[src/sv/fmc_pkg.sv]
package fmc_pkg;

    // Field widths.
    localparam int BYTE_W  = 8;
    localparam int COUNT_W = 7;
    localparam int CRC_W   = 16;

    // Default store depth and the largest frame that the store is used for.
    localparam int DEF_BUFFER_DEPTH = 64;
    localparam int EVENT_CAP        = 64;
    localparam int TRAILER_BYTES    = 3;
    localparam int MIN_LEN_FLOOR    = 4;

    localparam logic [CRC_W-1:0] CRC_SEED = 16'hffff;

    // Configuration register indexes.
    localparam int CFG_IDX_W = 3;
    localparam logic [CFG_IDX_W-1:0] REG_SYNC_BYTE  = 3'd0;
    localparam logic [CFG_IDX_W-1:0] REG_DEST_VALUE = 3'd1;
    localparam logic [CFG_IDX_W-1:0] REG_SEQ_MASK   = 3'd2;
    localparam logic [CFG_IDX_W-1:0] REG_MIN_LENGTH = 3'd3;
    localparam logic [CFG_IDX_W-1:0] REG_MAX_LENGTH = 3'd4;

    // Reset values of the configuration registers.
    localparam logic [BYTE_W-1:0]  RST_SYNC_BYTE  = 8'd126;
    localparam logic [BYTE_W-1:0]  RST_DEST_VALUE = 8'd16;
    localparam logic [BYTE_W-1:0]  RST_SEQ_MASK   = 8'd15;
    localparam logic [COUNT_W-1:0] RST_MIN_LENGTH = 7'd5;
    localparam logic [COUNT_W-1:0] RST_MAX_LENGTH = 7'd64;

    // Event kinds.
    localparam logic EV_FRAME   = 1'b0;
    localparam logic EV_DISCARD = 1'b1;

    typedef struct packed {
        logic [BYTE_W-1:0]  sync_byte;
        logic [BYTE_W-1:0]  dest_value;
        logic [BYTE_W-1:0]  seq_mask;
        logic [COUNT_W-1:0] min_length;
        logic [COUNT_W-1:0] max_length;
    } cfg_t;

    typedef struct packed {
        logic               kind;
        logic [COUNT_W-1:0] count;
        logic [BYTE_W-1:0]  seq;
    } event_t;

    // One byte of the reflected CCITT update.
    function automatic logic [CRC_W-1:0] crc_step(input logic [CRC_W-1:0] crc,
                                                  input logic [BYTE_W-1:0] b);
        logic [BYTE_W-1:0] d;
        d = b ^ crc[7:0];
        d = d ^ {d[3:0], 4'b0000};
        crc_step = {d, crc[15:8]} ^ {12'b0, d[7:4]} ^ {5'b0, d, 3'b000};
    endfunction

endpackage

[src/sv/fmc_ram.sv]
module fmc_ram #(
    parameter int WIDTH = 8,
    parameter int DEPTH = 64
) (
    input  logic                     aclk,
    input  logic                     wr_en,
    input  logic [$clog2(DEPTH)-1:0] wr_addr,
    input  logic [WIDTH-1:0]         wr_data,
    input  logic [$clog2(DEPTH)-1:0] rd_addr,
    output logic [WIDTH-1:0]         rd_data
);

    logic [WIDTH-1:0] mem [DEPTH];

    // One write port and one registered read port.
    always_ff @(posedge aclk) begin
        if (wr_en) begin
            mem[wr_addr] <= wr_data;
        end
        rd_data <= mem[rd_addr];
    end

endmodule

[src/sv/fmc_engine.sv]
module fmc_engine #(
    parameter int BUFFER_DEPTH = fmc_pkg::DEF_BUFFER_DEPTH
) (
    input  logic                       aclk,
    input  logic                       aresetn,
    input  fmc_pkg::cfg_t              cfg,
    input  logic                       q_valid,
    input  logic [fmc_pkg::BYTE_W-1:0] q_data,
    output logic                       q_pop,
    output logic                       m_tvalid,
    input  logic                       m_tready,
    output fmc_pkg::event_t            m_event,
    output logic                       m_last
);
    import fmc_pkg::*;

    localparam int AW  = $clog2(BUFFER_DEPTH);
    localparam int SW  = AW + 1;
    localparam int CAP = (BUFFER_DEPTH < EVENT_CAP) ? BUFFER_DEPTH : EVENT_CAP;
    localparam logic [COUNT_W-1:0] CAP_C   = COUNT_W'(CAP);
    localparam logic [COUNT_W-1:0] FLOOR_C = COUNT_W'(MIN_LEN_FLOOR);

    localparam logic [3:0] S_IDLE     = 4'd0;
    localparam logic [3:0] S_RD0      = 4'd1;
    localparam logic [3:0] S_RD1      = 4'd2;
    localparam logic [3:0] S_RD2      = 4'd3;
    localparam logic [3:0] S_DECIDE   = 4'd4;
    localparam logic [3:0] S_WALK_RD  = 4'd5;
    localparam logic [3:0] S_WALK_CMP = 4'd6;
    localparam logic [3:0] S_EMIT     = 4'd7;
    localparam logic [3:0] S_END      = 4'd8;

    logic [3:0]         state_reg, state_next;
    logic [AW-1:0]      head_reg, head_next;
    logic [COUNT_W-1:0] fill_reg, fill_next;
    logic               hunting_reg, hunting_next;
    logic [BYTE_W-1:0]  len_reg, len_next;
    logic [BYTE_W-1:0]  seq_reg, seq_next;
    logic [COUNT_W-1:0] idx_reg, idx_next;
    logic               scan_reg, scan_next;
    logic [CRC_W-1:0]   crc_reg, crc_next;
    logic [CRC_W-1:0]   got_reg, got_next;
    event_t             ev_reg, ev_next;
    event_t             pend_reg, pend_next;
    logic               pend_valid_reg, pend_valid_next;
    event_t             out_reg, out_next;
    logic               out_last_reg, out_last_next;
    logic               m_valid_reg, m_valid_next;

    logic [COUNT_W-1:0] lo_raw, lo, hi;
    logic               out_free, bad;
    logic [COUNT_W-1:0] rd_off;
    logic [AW-1:0]      rd_addr, wr_addr;
    logic [BYTE_W-1:0]  rd_data;
    logic               wr_en;
    logic [BYTE_W-1:0]  idx8;

    // Circular store index: head plus an offset no larger than the depth.
    function automatic logic [AW-1:0] wrap(input logic [AW-1:0] base,
                                           input logic [COUNT_W-1:0] off);
        logic [SW:0] sum;
        sum = {1'b0, {1'b0, base}} + (SW+1)'(off);
        if (sum >= (SW+1)'(BUFFER_DEPTH)) begin
            sum = sum - (SW+1)'(BUFFER_DEPTH);
        end
        wrap = sum[AW-1:0];
    endfunction

    fmc_ram #(
        .WIDTH (BYTE_W),
        .DEPTH (BUFFER_DEPTH)
    ) u_store (
        .aclk    (aclk),
        .wr_en   (wr_en),
        .wr_addr (wr_addr),
        .wr_data (q_data),
        .rd_addr (rd_addr),
        .rd_data (rd_data)
    );

    // Length limits clamped to the usable store.
    assign lo_raw = (cfg.min_length < FLOOR_C) ? FLOOR_C : cfg.min_length;
    assign lo     = (lo_raw > CAP_C) ? CAP_C : lo_raw;
    assign hi     = (cfg.max_length > CAP_C) ? CAP_C : cfg.max_length;

    assign out_free = !m_valid_reg || m_tready;
    assign idx8     = {1'b0, idx_reg};

    // Header checks on the frame at the head of the store.
    assign bad = hunting_reg
              || (len_reg < {1'b0, lo}) || (len_reg > {1'b0, hi})
              || ((seq_reg & ~cfg.seq_mask) != cfg.dest_value);

    // Store addressing.
    always_comb begin
        case (state_reg)
            S_RD0:   rd_off = '0;
            S_RD1:   rd_off = COUNT_W'(1);
            default: rd_off = idx_reg;
        endcase
    end
    assign rd_addr = wrap(head_reg, rd_off);
    assign wr_addr = wrap(head_reg, fill_reg);
    assign wr_en   = (state_reg == S_IDLE) && q_valid && (fill_reg < CAP_C);
    assign q_pop   = (state_reg == S_IDLE);

    // Sequencer of the back end.
    always_comb begin
        state_next      = state_reg;
        head_next       = head_reg;
        fill_next       = fill_reg;
        hunting_next    = hunting_reg;
        len_next        = len_reg;
        seq_next        = seq_reg;
        idx_next        = idx_reg;
        scan_next       = scan_reg;
        crc_next        = crc_reg;
        got_next        = got_reg;
        ev_next         = ev_reg;
        pend_next       = pend_reg;
        pend_valid_next = pend_valid_reg;
        out_next        = out_reg;
        out_last_next   = out_last_reg;
        m_valid_next    = m_valid_reg && !m_tready;

        case (state_reg)
            S_IDLE: begin
                if (q_valid) begin
                    if (fill_reg < CAP_C) begin
                        fill_next = fill_reg + COUNT_W'(1);
                    end
                    state_next = S_RD0;
                end
            end
            S_RD0: begin
                state_next = (fill_reg < lo) ? S_END : S_RD1;
            end
            S_RD1: begin
                len_next   = rd_data;
                state_next = S_RD2;
            end
            S_RD2: begin
                seq_next   = rd_data;
                state_next = S_DECIDE;
            end
            S_DECIDE: begin
                idx_next = '0;
                crc_next = CRC_SEED;
                if (bad) begin
                    scan_next  = 1'b1;
                    state_next = S_WALK_RD;
                end else if ({1'b0, fill_reg} < len_reg) begin
                    state_next = S_END;
                end else begin
                    scan_next  = 1'b0;
                    state_next = S_WALK_RD;
                end
            end
            S_WALK_RD: begin
                state_next = S_WALK_CMP;
            end
            S_WALK_CMP: begin
                state_next = S_WALK_RD;
                idx_next   = idx_reg + COUNT_W'(1);
                if (scan_reg) begin
                    // Resync search for the first sync byte.
                    ev_next.kind = EV_DISCARD;
                    ev_next.seq  = '0;
                    if (rd_data == cfg.sync_byte) begin
                        ev_next.count = idx_reg + COUNT_W'(1);
                        hunting_next  = 1'b0;
                        state_next    = S_EMIT;
                    end else if (idx_reg + COUNT_W'(1) == fill_reg) begin
                        ev_next.count = fill_reg;
                        hunting_next  = 1'b1;
                        state_next    = S_EMIT;
                    end
                end else begin
                    // CRC over the body, then the trailer.
                    if (idx8 < len_reg - BYTE_W'(TRAILER_BYTES)) begin
                        crc_next = crc_step(crc_reg, rd_data);
                    end
                    if (idx8 == len_reg - BYTE_W'(3)) begin
                        got_next[15:8] = rd_data;
                    end
                    if (idx8 == len_reg - BYTE_W'(2)) begin
                        got_next[7:0] = rd_data;
                    end
                    if (idx8 == len_reg - BYTE_W'(1)) begin
                        if (rd_data == cfg.sync_byte && crc_reg == got_reg) begin
                            ev_next.kind  = EV_FRAME;
                            ev_next.count = len_reg[COUNT_W-1:0];
                            ev_next.seq   = seq_reg & cfg.seq_mask;
                            state_next    = S_EMIT;
                        end else begin
                            scan_next = 1'b1;
                            idx_next  = '0;
                        end
                    end
                end
            end
            S_EMIT: begin
                // Retire the held event, hold the new one, drop its bytes.
                if (!pend_valid_reg || out_free) begin
                    if (pend_valid_reg) begin
                        out_next      = pend_reg;
                        out_last_next = 1'b0;
                        m_valid_next  = 1'b1;
                    end
                    pend_next       = ev_reg;
                    pend_valid_next = 1'b1;
                    head_next       = wrap(head_reg, ev_reg.count);
                    fill_next       = fill_reg - ev_reg.count;
                    state_next      = S_RD0;
                end
            end
            S_END: begin
                if (!pend_valid_reg) begin
                    state_next = S_IDLE;
                end else if (out_free) begin
                    out_next        = pend_reg;
                    out_last_next   = 1'b1;
                    m_valid_next    = 1'b1;
                    pend_valid_next = 1'b0;
                    state_next      = S_IDLE;
                end
            end
            default: begin
                state_next = S_IDLE;
            end
        endcase
    end

    // Control state.
    always_ff @(posedge aclk) begin
        if (!aresetn) begin
            state_reg      <= S_IDLE;
            head_reg       <= '0;
            fill_reg       <= '0;
            hunting_reg    <= 1'b0;
            pend_valid_reg <= 1'b0;
            m_valid_reg    <= 1'b0;
        end else begin
            state_reg      <= state_next;
            head_reg       <= head_next;
            fill_reg       <= fill_next;
            hunting_reg    <= hunting_next;
            pend_valid_reg <= pend_valid_next;
            m_valid_reg    <= m_valid_next;
        end
    end

    // Working registers and the result register.
    always_ff @(posedge aclk) begin
        len_reg      <= len_next;
        seq_reg      <= seq_next;
        idx_reg      <= idx_next;
        scan_reg     <= scan_next;
        crc_reg      <= crc_next;
        got_reg      <= got_next;
        ev_reg       <= ev_next;
        pend_reg     <= pend_next;
        out_reg      <= out_next;
        out_last_reg <= out_last_next;
    end

    assign m_tvalid = m_valid_reg;
    assign m_event  = out_reg;
    assign m_last   = out_last_reg;

    // The store never holds more than its usable capacity.
    assert property (@(posedge aclk) disable iff (!aresetn) fill_reg <= CAP_C)
        else $error("fill count above capacity");

    // No event is held back while waiting for the next byte.
    assert property (@(posedge aclk) disable iff (!aresetn)
        state_reg == S_IDLE |-> !pend_valid_reg)
        else $error("held event while idle");

    // Every delivered event covers at least one byte.
    assert property (@(posedge aclk) disable iff (!aresetn)
        m_valid_reg |-> out_reg.count != '0)
        else $error("empty event");

    // An event never drops more bytes than the store holds.
    assert property (@(posedge aclk) disable iff (!aresetn)
        state_reg == S_EMIT |-> ev_reg.count <= fill_reg)
        else $error("event longer than held bytes");

endmodule

[config.mk]
export PLATFORM = sky130hd
export DESIGN_NAME = fmc_engine
export DESIGN_NICKNAME = d
export VERILOG_FILES = /design/src/sv/fmc_pkg.sv /design/src/sv/fmc_ram.sv /design/src/sv/fmc_engine.sv
export SDC_FILE = /design/constraint.sdc
export NUM_CORES = 1
export LEC_CHECK = 0
export ABC_AREA = 1
export ABC_CLOCK_PERIOD_IN_PS = 3650
export BUFFER_PORTS_ARGS = -buffer_cell sky130_fd_sc_hd__clkbuf_2
export CAP_MARGIN = 15
export CORE_AREA = 2 2 238 240
export DETAILED_ROUTE_END_ITERATION = 7
export DIE_AREA = 0 0 240 242
export PLACE_DENSITY = 0.67
export SYNTH_ARGS = -nofsm -noshare
export SYNTH_HDL_FRONTEND = slang
export SYNTH_SLANG_ARGS = --single-unit
[constraint.sdc]
create_clock -name aclk -period 3.65 [get_ports aclk]
set_clock_uncertainty 0.2 [all_clocks]
set_input_delay 0.1825 -clock aclk [delete_from_list [all_inputs] [get_ports aclk]]
set_output_delay 0.1825 -clock aclk [all_outputs]
set_load 0.005 [all_outputs]
==> metrics.csv <==
stage,metric,value,unit
run_status,status,"complete, no violations",
global_route,vias in the first global route,18509,
routing,initial DRC count,2222,
worst_setup_path,Worst setup SP type,flop,
pwr,maximum vdd ir drop,0.499,mV
layout,layout cells sized above 1,0.149,
routing,Initial DRT Pass Iterations,6,
synth,"Distinct cells, synth",52,
worst_setup_path,Critical Path RT,4.02,ns
worst_setup_path,critical path endpoint category,flop,
worst_setup_path,Worst R2R End,u_store.rd_data[2],
pwr,Leak,11.9,nW
clock_tree,clk buf depth,3,
hold_path,HP Class,primary input to flop,
pwr,Cell Pwr Density,588,nW/um2
worst_setup_path,crit path cell chain,nor2_1 -> inv_2 -> nor2_4 -> nand2_2 -> inv_2 -> nor2_4 -> inv_2 -> nor2_4 -> fa_4 -> buf_12 -> o21ai_0 -> o221ai_1 -> nand3_1 -> a21boi_0 -> buf_4 -> o21ai_1 -> nand2_1,
clock_tree,"Reg clk slew, reported paths",0.06,ns
global_route,GRT Total Usage,0.243,
synth,"EDFF count, synth",617,
global_route,largest net degree at the start of global routing,116,
sta,hold_ws,0.0783,ns
place,port bufs,68,
clock_tree,CTS sink count,645,
synth,Mapped Cells,2288,
sta,fmax,0.275,GHz
layout,most frequent cells in the layout,"edfxtp_1, nor2_1, nand2_1",
clock_tree,Clock Root Buffer,clkbuf_16,
routing,vias per inst,5.77,
synth,Synth Flop Type,edfxtp_1,
sta,RSZ-0062 raised after global routing,yes,
floorplanning,Horiz. Die Dim,240,um
sta,Final min period,3.63,ns
synth,synthesized area,28100,um2
routing,Routed WL per cell,22.1,um
layout,Nets,2595,
flow_run,Max-cap violations,0,
synth,asr flop ratio synth,0,
worst_setup_path,crit path max fanout,28,
place,placed cells,3139,
synth,Yosys reg bits,645,
worst_setup_path,CP Class,flop to flop,
clock_tree,clock tree from TritonCTS,yes,
hold_path,Worst Hold End,state_reg[3],
floorplanning,Initial Util,0.505,
sta,Slew HR,0.263,
sta,setup_tns,0,ns
floorplanning,die height,242,um
routing,final wirelength,72.7,mm
floorplanning,# rows,87,
layout,"commonest non-fill, non-tap cell in the layout",edfxtp_1,
layout,Area Growth Syn to Fin,17.2,%
layout,Layout fillers,4406,
place,RePlAce Congestion,0.913,
worst_setup_path,Reg2Reg Setup Slack,0.02,ns
layout,max reg flops,512,
global_route,total grt overflow,0,
synth,Ys Warns,0,
global_route,initial antenna violation count,0,
layout,number of diodes,0,
routing,vias post-DR,18963,
layout,FF+latch area,19100,um2
routing,post-route ant nets,0,
worst_setup_path,reg-to-reg startpoint,state_reg[3],
pwr,overall power,19.4,mW
worst_setup_path,cells on worst reg2reg path,17,
floorplanning,core area,55700,um2
sta,Tcrit/Tclk final,0.995,
layout,Largest Register,u_store.mem,
sta,Finish-stage setup viols,0,
global_route,global-route wire length before repair,107,mm
synth,"Avg Cell Area, Syn",12.3,um2
clock_tree,clk_lat worst skew,0.62,ns
hold_path,worst hold stages,8,
clock_tree,Num CTS Buffers,68,
floorplanning,die area,58100,um2
clock_tree,H-tree levels,3,
sta,"Slew Viols, Final",0,
layout,multi-input logic area,8350,um2
place,hpwl dp,45.1,mm
sta,worst-margin pin slew,1.10,ns
routing,Residual DRC,0,
synth,syn_nets,2401,
hold_path,Worst Hold Launch,cfg[12],
floorplanning,boundary pin count,69,
worst_setup_path,Critical Path AT,4.00,ns
synth,register area share after synthesis,0.678,
sta,Final Hold Violating Endpoints,0,
worst_setup_path,slowest stage cell on the critical path,fa_4,
layout,Final Non-Filler Cells,3285,
worst_setup_path,Slowest Stage Delay on Critical Path,0.97,ns
## per-layer routing
layer | part of all wire | vias up | global-route usage
met5 | 0 | - | 0
li1 | - | 8691 | -
met4 | 0.029 | 0 | 0.0893
met1 | 0.41 | 9344 | 0.327
met2 | 0.48 | 798 | 0.399
met3 | 0.075 | 130 | 0.0394
## cell usage after synthesis, types with 41 or more instances
master,instances,area share
edfxtp_1,617,0.66
nor2_1,428,0.057
nand2_1,266,0.035
o21ai_0,157,0.028
inv_1,107,0.014
nand3_1,71,0.013
o221ai_1,69,0.021
mux2i_1,67,0.024
o32ai_1,61,0.019
ha_1,59,0.026
clkbuf_1,50,0.0067
a21oi_1,49,0.0087
xnor2_1,41,0.013
## worst max-delay path by stage
stage | from | endpoint | slack (ns)
global route | state_reg[3] | u_store.rd_data[2] | -0.06
detailed placement | state_reg[3] | u_store.rd_data[0] | -0.12
finish | state_reg[3] | u_store.rd_data[2] | 0.02
CTS | state_reg[3] | u_store.rd_data[5] | -0.05
global placement | state_reg[3] | u_store.rd_data[0] | -0.06
floorplan | len_reg[2] | got_reg[10] | 0.54
## cells by family after synthesis
| logic type | synth area share |
|---|---|
| simple gates | 0.120 |
| flops | 0.678 |
| compound gates | 0.0912 |
| buf+inv | 0.0325 |
| xor+xnor | 0.0253 |
| mux | 0.0238 |
| fa+ha+maj | 0.0291 |
## stage by stage
| stage | worst slack [ns] | instance area, um2 | util |
|---|---|---|---|
| floorplan | 0.544 | 28100 | - |
| global placement | -0.0648 | 30200 | 0.541 |
| detailed placement | -0.121 | 30200 | 0.541 |
| CTS | -0.0497 | 32500 | 0.584 |
| global route | -0.0594 | 33000 | 0.592 |
| finish | 0.0197 | 33000 | 0.592 |
## layout make-up
type	count	share of cell area
Clock buffer	82	0.0545
Clock inverter	35	0.0129
Inverter	116	0.0134
Multi-Input combinational cell	1423	0.253
Sequential cell	645	0.579
Tap cell	756	0.0287
Timing Repair Buffer	228	0.0588
## worst max-delay path, delay by kind of cell (launching register included)
kind                       cells  cell delay [ns]
AOI/OAI and AO/OA              4             0.81
adders and majority gates      1             0.97
and+or+nand+nor                7             0.61
DFF                            1             0.32
buffers and inverters          5             0.65
## report_power, final
part,internal (mW),leakage [nW],total [mW],switching [mW]
sequential,8.37,5.78,8.62,0.253
combinational,1.41,5.03,3.87,2.46
clock,4.04,1.09,6.91,2.87
total,13.8,11.9,19.4,5.59
## what timing repair did
action,in CTS,in global routing
pin swaps,0,8
buffers inserted,0,8
hold buffers,14,0
gates resized for setup,2,37
hold endpoints to repair,62,0
endpoints found under the setup margin,7,8
gates cloned,0,7
(Power assumes the default switching activity.)
